$ cat config.mk
export PLATFORM = sky130hd
export DESIGN_NAME = bounded_deque_with_search
export DESIGN_NICKNAME = d
export VERILOG_FILES = /design/src/hdl/dq_pkg.sv /design/src/hdl/dq_ram.sv /design/src/hdl/dq_seq.sv /design/src/hdl/bounded_deque_with_search.sv
export SDC_FILE = /design/constraint.sdc
export NUM_CORES = 1
export LEC_CHECK = 0
export CORE_MARGIN = 2
export CORE_UTILIZATION = 30
export CTS_CLUSTER_DIAMETER = 30
export CTS_CLUSTER_SIZE = 24
export DETAILED_ROUTE_END_ITERATION = 8
export DONT_BUFFER_PORTS = 1
export GPL_TIMING_DRIVEN = 0
export SYNTH_ARGS = -nofsm -noshare
export SYNTH_HDL_FRONTEND = slang
export SYNTH_SLANG_ARGS = --single-unit
$ cat constraint.sdc
create_clock -name clk -period 8.1 [get_ports clk]
set_input_delay 0.405 -clock clk [delete_from_list [all_inputs] [get_ports clk]]
set_output_delay 0.405 -clock clk [all_outputs]
set_load 0.02 [all_outputs]
$ cat src/hdl/dq_pkg.sv
package dq_pkg;

  localparam int DATA_W        = 32;
  localparam int DEPTH_DEFAULT = 16;

  typedef enum logic [2:0] {
    OP_PUSH_FRONT = 3'd0,
    OP_PUSH_BACK  = 3'd1,
    OP_POP_FRONT  = 3'd2,
    OP_POP_BACK   = 3'd3,
    OP_PEEK_FRONT = 3'd4,
    OP_PEEK_BACK  = 3'd5,
    OP_FIND       = 3'd6,
    OP_REMOVE     = 3'd7
  } op_t;

  typedef enum logic [1:0] {
    STAT_OK      = 2'd0,
    STAT_EMPTY   = 2'd1,
    STAT_FULL    = 2'd2,
    STAT_NOMATCH = 2'd3
  } status_t;

  typedef enum logic [2:0] {
    ST_IDLE,
    ST_EXEC,
    ST_READ,
    ST_SCAN,
    ST_SHIFT,
    ST_DONE
  } state_t;

  typedef struct packed {
    logic [DATA_W-1:0] data;
    status_t           status;
  } result_t;

endpackage

$ cat src/hdl/dq_ram.sv
module dq_ram import dq_pkg::*; #(
  parameter int DEPTH  = DEPTH_DEFAULT,
  parameter int ADDR_W = $clog2(DEPTH)
) (
  input  logic              clk,
  input  logic              we,
  input  logic [ADDR_W-1:0] waddr,
  input  logic [DATA_W-1:0] wdata,
  input  logic              re,
  input  logic [ADDR_W-1:0] raddr,
  output logic [DATA_W-1:0] rdata
);

  logic [DATA_W-1:0] mem [DEPTH];

  always_ff @(posedge clk) begin
    if (we) begin
      mem[waddr] <= wdata;
    end
  end

  // Registered read port: data appears in the cycle after the address.
  always_ff @(posedge clk) begin
    if (re) begin
      rdata <= mem[raddr];
    end
  end

endmodule

$ cat src/hdl/dq_seq.sv
module dq_seq import dq_pkg::*; #(
  parameter int DEPTH  = DEPTH_DEFAULT,
  parameter int IDX_W  = $clog2(DEPTH),
  parameter int CNT_W  = $clog2(DEPTH + 1)
) (
  input  logic              clk,
  input  logic              rst,
  input  logic              in_valid,
  output logic              in_ready,
  input  logic [2:0]        opcode,
  input  logic [DATA_W-1:0] value,
  input  logic [DATA_W-1:0] key_mask,
  input  logic              out_free,
  output logic              res_valid,
  output result_t           res,
  output logic [CNT_W-1:0]  entry_count,
  output logic              mem_we,
  output logic [IDX_W-1:0]  mem_waddr,
  output logic [DATA_W-1:0] mem_wdata,
  output logic              mem_re,
  output logic [IDX_W-1:0]  mem_raddr,
  input  logic [DATA_W-1:0] mem_rdata
);

  localparam logic [CNT_W:0]   DEPTH_SUM = (CNT_W + 1)'(DEPTH);
  localparam logic [CNT_W-1:0] FULL_CNT  = CNT_W'(DEPTH);
  localparam logic [IDX_W-1:0] LAST_IDX  = IDX_W'(DEPTH - 1);

  // Ring position of an offset from the front; the sum stays below twice the depth.
  function automatic logic [IDX_W-1:0] ring_pos(input logic [IDX_W-1:0] base,
                                                input logic [CNT_W-1:0] off);
    logic [CNT_W:0] sum;
    sum = {{(CNT_W + 1 - IDX_W){1'b0}}, base} + {1'b0, off};
    if (sum >= DEPTH_SUM) begin
      sum = sum - DEPTH_SUM;
    end
    return sum[IDX_W-1:0];
  endfunction

  state_t            state, state_next;
  op_t               op_q, op_q_next;
  logic [DATA_W-1:0] key_q, key_q_next;
  logic [IDX_W-1:0]  front, front_next;
  logic [CNT_W-1:0]  count, count_next;
  logic [CNT_W-1:0]  rd_idx, rd_idx_next;
  logic              pend, pend_next;
  logic [CNT_W-1:0]  pend_idx, pend_idx_next;
  logic [DATA_W-1:0] res_data, res_data_next;
  status_t           res_status, res_status_next;

  logic hit;
  logic issue;

  assign hit   = pend && (((mem_rdata ^ key_q) & key_mask) == '0);
  assign issue = rd_idx < count;

  always_ff @(posedge clk) begin
    if (rst) begin
      state <= ST_IDLE;
      front <= '0;
      count <= '0;
      pend  <= 1'b0;
    end else begin
      state <= state_next;
      front <= front_next;
      count <= count_next;
      pend  <= pend_next;
    end
  end

  always_ff @(posedge clk) begin
    op_q       <= op_q_next;
    key_q      <= key_q_next;
    rd_idx     <= rd_idx_next;
    pend_idx   <= pend_idx_next;
    res_data   <= res_data_next;
    res_status <= res_status_next;
  end

  always_comb begin
    state_next      = state;
    op_q_next       = op_q;
    key_q_next      = key_q;
    front_next      = front;
    count_next      = count;
    rd_idx_next     = rd_idx;
    pend_next       = pend;
    pend_idx_next   = pend_idx;
    res_data_next   = res_data;
    res_status_next = res_status;
    mem_we          = 1'b0;
    mem_waddr       = front;
    mem_wdata       = key_q;
    mem_re          = 1'b0;
    mem_raddr       = front;

    unique case (state)
      ST_IDLE: begin
        if (in_valid) begin
          op_q_next  = op_t'(opcode);
          key_q_next = value;
          state_next = ST_EXEC;
        end
      end

      ST_EXEC: begin
        res_data_next   = '0;
        res_status_next = STAT_OK;
        state_next      = ST_DONE;
        case (op_q)
          OP_PUSH_FRONT, OP_PUSH_BACK: begin
            if (count == FULL_CNT) begin
              res_status_next = STAT_FULL;
            end else begin
              mem_we     = 1'b1;
              count_next = count + 1'b1;
              if (op_q == OP_PUSH_FRONT) begin
                mem_waddr  = (front == '0) ? LAST_IDX : front - 1'b1;
                front_next = mem_waddr;
              end else begin
                mem_waddr = ring_pos(front, count);
              end
            end
          end
          OP_POP_FRONT, OP_POP_BACK, OP_PEEK_FRONT, OP_PEEK_BACK: begin
            if (count == '0) begin
              res_status_next = STAT_EMPTY;
            end else begin
              mem_re     = 1'b1;
              state_next = ST_READ;
              if (op_q == OP_POP_BACK || op_q == OP_PEEK_BACK) begin
                mem_raddr = ring_pos(front, count - 1'b1);
              end
            end
          end
          default: begin
            if (count == '0) begin
              res_status_next = STAT_NOMATCH;
            end else begin
              rd_idx_next = '0;
              pend_next   = 1'b0;
              state_next  = ST_SCAN;
            end
          end
        endcase
      end

      ST_READ: begin
        res_data_next = mem_rdata;
        state_next    = ST_DONE;
        if (op_q == OP_POP_FRONT) begin
          front_next = ring_pos(front, CNT_W'(1));
          count_next = count - 1'b1;
        end else if (op_q == OP_POP_BACK) begin
          count_next = count - 1'b1;
        end
      end

      ST_SCAN: begin
        // One read is issued per cycle while the previous one is compared.
        mem_re        = issue;
        mem_raddr     = ring_pos(front, rd_idx);
        pend_next     = issue;
        pend_idx_next = rd_idx;
        if (issue) begin
          rd_idx_next = rd_idx + 1'b1;
        end
        if (hit) begin
          res_data_next = mem_rdata;
          state_next    = (op_q == OP_FIND) ? ST_DONE : ST_SHIFT;
        end else if (pend && pend_idx == count - 1'b1) begin
          res_status_next = STAT_NOMATCH;
          state_next      = ST_DONE;
        end
      end

      ST_SHIFT: begin
        // Each entry behind the removed one moves one place toward the front.
        mem_re        = issue;
        mem_raddr     = ring_pos(front, rd_idx);
        mem_we        = pend;
        mem_waddr     = ring_pos(front, pend_idx - 1'b1);
        mem_wdata     = mem_rdata;
        pend_next     = issue;
        pend_idx_next = rd_idx;
        if (issue) begin
          rd_idx_next = rd_idx + 1'b1;
        end else begin
          count_next = count - 1'b1;
          state_next = ST_DONE;
        end
      end

      ST_DONE: begin
        if (out_free) begin
          state_next = ST_IDLE;
        end
      end

      default: begin
        state_next = ST_IDLE;
      end
    endcase
  end

  assign in_ready    = (state == ST_IDLE);
  assign res_valid   = (state == ST_DONE);
  assign res.data    = res_data;
  assign res.status  = res_status;
  assign entry_count = count;

endmodule

$ cat src/hdl/bounded_deque_with_search.sv
// Bounded double-ended queue of 32-bit words with a masked search.
// An operation enters as one transaction on the input channel (in_valid,
// in_ready, opcode, value) and produces exactly one transaction on the output
// channel (out_valid, out_ready, data, status, entry_count). The compare mask
// for find and remove is written through its own channel (cfg_valid,
// cfg_ready, cfg_data), which is always ready.
//
// Operations run one at a time through a sequencer around a single ring
// memory with a registered read port. A push or any rejected operation
// goes from the execute state straight to done, a pop or peek passes
// through a read state, and a find or remove through a scan state that
// reads one entry per cycle; a removal then shifts every later entry one
// place toward the front through the same memory port, one entry per cycle.
// The next operation is accepted the cycle after the result is handed to the
// output register, so a result waiting there does not block new work.
//
// Reset clears the front pointer, the entry count and the output valid, and
// sets the mask to all ones. Memory contents are not cleared. If the receiver
// stalls, the result holds in the output register and one more finished
// operation waits inside the sequencer until the register frees up.
module bounded_deque_with_search import dq_pkg::*; #(
  parameter int DEPTH = DEPTH_DEFAULT,
  parameter int CNT_W = $clog2(DEPTH + 1)
) (
  input  logic              clk,
  input  logic              rst,
  input  logic              in_valid,
  output logic              in_ready,
  input  logic [2:0]        opcode,
  input  logic [DATA_W-1:0] value,
  output logic              out_valid,
  input  logic              out_ready,
  output logic [DATA_W-1:0] data,
  output status_t           status,
  output logic [CNT_W-1:0]  entry_count,
  input  logic              cfg_valid,
  output logic              cfg_ready,
  input  logic [DATA_W-1:0] cfg_data
);

  localparam int IDX_W = $clog2(DEPTH);

  logic [DATA_W-1:0] key_mask;
  logic              out_free;
  logic              res_valid;
  result_t           res;
  logic [CNT_W-1:0]  res_count;

  logic              mem_we;
  logic [IDX_W-1:0]  mem_waddr;
  logic [DATA_W-1:0] mem_wdata;
  logic              mem_re;
  logic [IDX_W-1:0]  mem_raddr;
  logic [DATA_W-1:0] mem_rdata;

  // The mask register is written whenever a configuration transaction arrives.
  assign cfg_ready = 1'b1;

  always_ff @(posedge clk) begin
    if (rst) begin
      key_mask <= '1;
    end else if (cfg_valid) begin
      key_mask <= cfg_data;
    end
  end

  // Output register: it is free when empty or being drained this cycle.
  assign out_free = !out_valid || out_ready;

  always_ff @(posedge clk) begin
    if (rst) begin
      out_valid <= 1'b0;
    end else if (out_free) begin
      out_valid <= res_valid;
    end
  end

  always_ff @(posedge clk) begin
    if (out_free && res_valid) begin
      data        <= res.data;
      status      <= res.status;
      entry_count <= res_count;
    end
  end

  dq_seq #(
    .DEPTH (DEPTH),
    .IDX_W (IDX_W),
    .CNT_W (CNT_W)
  ) u_seq (
    .clk         (clk),
    .rst         (rst),
    .in_valid    (in_valid),
    .in_ready    (in_ready),
    .opcode      (opcode),
    .value       (value),
    .key_mask    (key_mask),
    .out_free    (out_free),
    .res_valid   (res_valid),
    .res         (res),
    .entry_count (res_count),
    .mem_we      (mem_we),
    .mem_waddr   (mem_waddr),
    .mem_wdata   (mem_wdata),
    .mem_re      (mem_re),
    .mem_raddr   (mem_raddr),
    .mem_rdata   (mem_rdata)
  );

  dq_ram #(
    .DEPTH  (DEPTH),
    .ADDR_W (IDX_W)
  ) u_ram (
    .clk   (clk),
    .we    (mem_we),
    .waddr (mem_waddr),
    .wdata (mem_wdata),
    .re    (mem_re),
    .raddr (mem_raddr),
    .rdata (mem_rdata)
  );

endmodule

; Word level (Yosys, flattened, before mapping)
; Memory sizes are Yosys's and may differ from the RTL's. A register that Yosys moved wholly into a read port is not among the register bits.
; Index checks and enable logic that the tools add are counted.
[word_totals]
mem_bits_rw = 512
register_bits = 164
memories = 1
out_inout_bits = 42
[classes]
addsub = 15
order_cmp = 6
n_reduce_logical = 28
mux = 60
n_eq_ne = 28
bitwise = 2
[mem_list]
columns = name, words, width, rd, rd_clocked_by_memory_dff, wr, line_no
row1 = u_ram.mem, 16, 32, 1, 1, 1, dq_ram.sv:14  ; logic [DATA_W-1:0] mem [DEPTH];
[ops]
columns = cell, n
row1 = $pmux 32 s3, 1
row2 = $mux 32, 2
row3 = $mux 4, 16
row4 = $mux 5, 8
row5 = $and 32x32->32, 1
row6 = $logic_not 32->1, 1
row7 = $xor 32x32->32, 1
row8 = $add 4x5->6, 4
row9 = $ge 6x5->1 const B, 4
row10 = $pmux 4 s2, 3
row11 = $sub 4x1->4 const B, 6
row12 = $mux 3, 7
row13 = $pmux 3 s6, 1
row14 = $eq 3x3->1 const B, 5
row15 = $pmux 5 s3, 1
row16 = $ne 2x2->1 const B, 7
row17 = $eq 3x2->1 const B, 4
row18 = $ne 2x1->1 const B, 6
row19 = $add 5x1->5 const B, 2
row20 = $mux 1, 10
row21 = $pmux 5 s2, 1
row22 = $reduce_and 5->1, 2
row23 = $sub 5x1->5 const B, 2
row24 = $mux 2, 4
row25 = 24 further kinds, 40

; Logic depth before layout (Yosys ltp)
[depth]
ltp_word = 8
depth_mapped = 13
depth_no_buf = 11

; Cells and area by module
; Synthesis repeated with hierarchy kept, for this count alone.
[unflattened]
hier_cells = 1546
area_unflattened_um2 = 28095.7
[by_module_without_submodules]
columns = module, instances, seq_area_each_um2, area_each_um2, cells_each
row1 = dq_ram, 1, 16335.7, 20155.6, 838
row2 = dq_seq, 1, 2632.5, 5511.5, 555
row3 = bounded_deque_with_search, 1, 1831.8, 2428.6, 153

; Least setup slack after synthesis
; No wires, ideal clock.
[synth_path]
path_type = flip-flop to flip-flop
startpoint = reg u_seq.count[0] (netlist: u_seq.entry_count[0])
endpoint = mem u_ram.mem[6][0] (enable)
t_required_ps = 7679
t_arrival_ps = 3641
setup_ps = 421
stages_incl_launch_ff = 11
setup_slack_ps = 4038
cell_sequence = dfxtp_1 inv_1 ha_1 nor3b_1 a21boi_0 and2_1 clkbuf_1 nor2_1 a221o_1 nand2b_1 nor2_1
[synth_via]
elab_chain_cells = 7
elab_cells_between_ends = 14
[synth_rtl]
columns = element, line_no
row1 = from (decl), dq_seq.sv:44  ; logic [CNT_W-1:0] count, count_next;
row2 = from (signal assigned), dq_seq.sv:66  ; count <= count_next;
row3 = $add 4x5->6, dq_seq.sv:33  ; sum = {{(CNT_W + 1 - IDX_W){1'b0}}, base} + {1'b0, off};
row4 = $ge 6x5->1 or $sub 4x1->4 (tied branches), "dq_seq.sv:34, dq_seq.sv:35"
row5 = $mux 4, dq_seq.sv:34  ; if (sum >= DEPTH_SUM) begin
row6 = $mux 4, dq_seq.sv:117  ; if (op_q == OP_PUSH_FRONT) begin
row7 = $mux 4, dq_seq.sv:112  ; if (count == FULL_CNT) begin
row8 = $mux 4, dq_seq.sv:110  ; case (op_q)
row9 = $pmux 4 s2, dq_seq.sv:97  ; unique case (state)
row10 = to (decl), dq_ram.sv:14
; Several ways; a longest one is shown, not always the timed one.

; Worst setup path in the final report
[layout_path]
startpoint = reg u_seq.count[0] (netlist: u_seq.entry_count[0])
endpoint = reg u_ram.rdata[28] (read register of u_ram.mem) (data pin)
[layout_via]
elab_chain_cells = 8
elab_cells_between_ends = 14
[layout_rtl]
columns = element, line_no
row1 = $sub 5x1->5, dq_seq.sv:132  ; mem_raddr = ring_pos(front, count - 1'b1);
row2 = $add 4x5->6, dq_seq.sv:33
row3 = $ge 6x5->1 or $sub 4x1->4 (tied branches), "dq_seq.sv:34, dq_seq.sv:35"
row4 = $mux 4, dq_seq.sv:34
row5 = $mux 4, dq_seq.sv:131  ; if (op_q == OP_POP_BACK || op_q == OP_PEEK_BACK) begin
row6 = $mux 4, dq_seq.sv:126  ; if (count == '0) begin
row7 = $mux 4, dq_seq.sv:110
row8 = $pmux 4 s2, dq_seq.sv:97
row9 = to (decl), dq_ram.sv:11  ; output logic [DATA_W-1:0] rdata
; Several ways; a longest one is shown, not always the timed one.
; A chain may end at the register's enable or synchronous reset.

==> impl_metrics.py <==
metrics = {
    "clock_tree": {
        "cts_tree": "yes",
        "holdBufCountCts": 67,
        "cts_setup_buffers": 0,
        "cts_buffer_depth": 3,
        "clk_pin_slew_worst_paths_ns": 0.05,
        "root_buffer": "clkbuf_16",
        "h-tree-depth": 3,
        "cts_buffers": 109,
        "clock_latency_ns": 0.67,
        "clkSinkCount": 708,
        "cts_resized": 0,
    },
    "place": {
        "dp_slack_ns": 3.36,
        "gp_congestion": 0.855,
        "io_buffers": 0,
        "placedCellCount": 3208,
        "dp_hpwl_um": 55000,
    },
    "timing": {
        "clock.fmax_mhz": 207,
        "worst_slack_ns": 3.27,
        "period_minus_slack_ns": 4.83,
        "setup_viol": 0,
        "finalHoldViolCount": 0,
        "worstMarginPinSlew_ns": 1.08,
        "hold_ws_ns": 0.0918,
        "drv_slew": 0,
        "min_period_over_period": 0.596,
        "tns_ns": 0,
        "fin_worst_skew_ns": 0.0378,
        "rsz0062_at_grt": "false",
        "max_slew_margin": 0.279,
    },
    "floorplanning": {
        "die_h_um": 315,
        "die_w_um": 315,
        "start_util": 0.301,
        "core-area_mm2": 0.0963,
        "ioPinCount": 114,
        "rows": 114,
        "dieArea_mm2": 0.0992,
    },
    "worst_setup_path": {
        "cp-end-kind": "flop",
        "r2r-start": "u_seq.entry_count[0]$_SDFFE_PP0P_",
        "critical_path.max_fanout": 10,
        "cp-start-kind": "flop",
        "r2r_slack_ns": 3.27,
        "arrival_ns": 5.17,
        "r2r_cells": 11,
        "worstReg2RegEnd": "u_ram.rdata[28]$_DFFE_PP_",
        "worst_ep_required_time_ns": 8.44,
        "critical_path_class": "flop to flop",
    },
    "route": {
        "drc": 0,
        "drt-wirelength-per-cell_um": 22.7,
        "vias": 17458,
        "drt-pass1-iter-count": 5,
        "drtAntennaViolNets": 0,
        "via_per_inst": 5.02,
        "wirelength_um": 78900,
        "drt_iter0_markers": 1770,
    },
    "logic_synthesis": {
        "synthFlopType": "edfxtp_1",
        "synth_edf_count": 662,
        "syn_area_mm2": 0.0290,
        "avgSynthCellArea_um2": 15.2,
        "yosysSeqAreaShare": 0.717,
        "synth_cell_type_count": 64,
        "syn_inst": 1912,
        "yosys-top-cells-area": "edfxtp_1 69%, a211oi_1 6.7%, mux2i_1 4.6%, dfxtp_1 3.2%, and2_1 2.0%",
        "synth_top_area_cell": "edfxtp_1",
        "synth_top_area_frac": 0.685,
        "ys_async_sr_fraction": 0,
        "synth-seq-cells": 708,
        "ys_warn_count": 0,
        "syn_nets": 2010,
    },
    "worst_hold_path": {
        "hp-class": "primary input to flop",
        "hold_depth": 3,
        "hold-path-endpoint": "out_valid$_SDFFE_PP0P_",
        "min_from": "out_ready",
    },
    "final_layout": {
        "final_nets": 2208,
        "fill_cells": 8983,
        "syn_to_final_growth_pct": 22.4,
        "layout_commonest_cell": "edfxtp_1",
        "layout.cells.non_filler": 3477,
        "final_layout_size_suffix_gt1_frac": 0.122,
        "mostFrequentLayoutCells": "662 x edfxtp_1, 258 x a211oi_1, 133 x mux2i_1, 120 x nand2_1, 114 x clkbuf_16",
    },
    "pwr": {
        "vdd_drop_max_mv": 0.162,
        "p_leak_nw": 11.6,
        "p_clk_frac": 0.338,
        "pwr-share-comb": 0.286,
        "pwr-share-seq": 0.376,
        "power.density_mw_per_mm2": 375,
        "switchingPower_w": 0.00469,
        "swShare": 0.352,
        "internal-power_w": 0.00865,
    },
    "grt": {
        "grt_use_met2": 0.269,
        "grt_busiest_layer": "met2",
        "grt_pass1_wl_um": 115000,
        "track_usage": 0.157,
        "grt_overflow": 0,
        "antenna_found_initial": 1,
        "grt_pass1_vias": 17608,
        "grt_max_degree": 33,
        "grtUsageMet1": 0.195,
        "met3_usage": 0.0270,
    },
    "job": {
        "cap_viol_max_count": 0,
    },
    "outcome": {
        "status": "completed",
    },
}
==> metrics by stage <==
step / utilization / total power (W) / cell area (um^2)
3_5_place_dp: 0.325 / 0.00885 / 31300
4_1_cts: 0.369 / 0.0134 / 35500
6_report: 0.369 / 0.0133 / 35500
3_3_place_gp: 0.318 / 0.00869 / 30600
5_1_grt: 0.369 / 0.0138 / 35500
2_1_floorplan: - / 0.00725 / 29000
==> worst max-delay path by stage <==
stage	startpoint	end	slack, ns
after global placement	u_seq.entry_count[0]$_SDFFE_PP0P_	u_ram.mem[2][7]$_DFFE_PP_	1.60
final	u_seq.entry_count[0]$_SDFFE_PP0P_	u_ram.rdata[28]$_DFFE_PP_	3.27
after CTS	u_seq.entry_count[0]$_SDFFE_PP0P_	u_ram.rdata[28]$_DFFE_PP_	3.33
after detailed placement	u_seq.entry_count[0]$_SDFFE_PP0P_	u_ram.rdata[27]$_DFFE_PP_	3.36
after floorplan	u_seq.entry_count[0]$_SDFFE_PP0P_	u_ram.mem[6][0]$_DFFE_PP_	4.04
after global routing	u_seq.entry_count[0]$_SDFFE_PP0P_	u_ram.rdata[28]$_DFFE_PP_	3.02
==> flip-flops by register name, summed over array words and instances, names as in the netlist <==
register	cells
u_seq.res_status	2
key_mask	32
u_seq.entry_count	5
entry_count	5
u_seq.op_q	3
u_seq.state	3
status	2
u_seq.pend	1
u_seq.res_data	32
u_ram.mem	512
u_ram.rdata	32
u_seq.key_q	32
data	32
u_seq.rd_idx	5
out_valid	1
u_seq.pend_idx	5
u_seq.front	4
==> synthesized netlist by cell type, types with 3 or more instances <==
cell type    n
xor2_1      42
a211o_1     33
a31oi_1      3
xnor2_1     16
nand3_1     12
buf_2       28
o22ai_1      3
nand4_1      4
nor2_1      45
nor2b_1     37
a21oi_1     22
nand2b_1     9
nor3_1      11
a221oi_1     4
dfxtp_1     46
mux2_2       3
clkbuf_1    80
and3_1       4
a22oi_1     14
mux2i_1    133
edfxtp_1   662
buf_4        4
nand2_1    121
inv_1       18
or3_1        6
fa_1         4
ha_1        22
and2_0      69
or4_1       32
and2_1      93
buf_1       10
a211oi_1   258
o21ai_0     15
a21o_1       6
a221o_1      4
==> cell type report <==
| class | instances | area, um^2 | share of cell area |
|---|---|---|---|
| antenna | 1 | 2.50 | 0.0000705 |
| buffer | 122 | 508 | 0.0143 |
| clock buffer | 126 | 2910 | 0.0819 |
| clock inverter | 75 | 687 | 0.0193 |
| inverter | 18 | 67.6 | 0.00190 |
| multi-input combinational | 1064 | 7780 | 0.219 |
| sequential | 708 | 20800 | 0.586 |
| tap | 1276 | 1600 | 0.0449 |
| timing repair buffer | 87 | 1170 | 0.0329 |
==> routing by layer <==
layer	wire (um)	vias up
li1	-	7820
met1	32300	8777
met2	38800	713
met3	5210	148
met4	2530	0
met5	0	-
==> kinds of logic after synthesis <==
family | synth area share
other | 0.000129
AOI/OAI and AO/OA | 0.100
buffers and inverters | 0.0198
muxes | 0.0474
DFF | 0.717
adders and majority gates | 0.0122
xor gates and xnor gates | 0.0175
and+or+nand+nor | 0.0859
==> power by group through the flow <==
| stage | Combinational, W | Sequential [W] | Clock (W) |
|---|---|---|---|
| after floorplan | 0.00226 | 0.00499 | 0 |
| after global placement | 0.00359 | 0.00510 | 0 |
| after detailed placement | 0.00377 | 0.00509 | 0 |
| after CTS | 0.00381 | 0.00501 | 0.00455 |
| after global routing | 0.00409 | 0.00504 | 0.00470 |
| final | 0.00382 | 0.00502 | 0.00450 |
==> critical path: stages (launching register included) <==
cell and delay [ns]:
dfxtp_1 0.54, inv_1 0.18, ha_1 0.45, fa_1 0.46, nor4b_1 0.28, nand4_1 0.21, o211ai_2 0.27, clkbuf_1 0.58
buf_2 0.49, mux2i_1 0.27, a211oi_1 0.11, or4_1 0.66
Note: power is estimated with default switching activity, not from simulation.
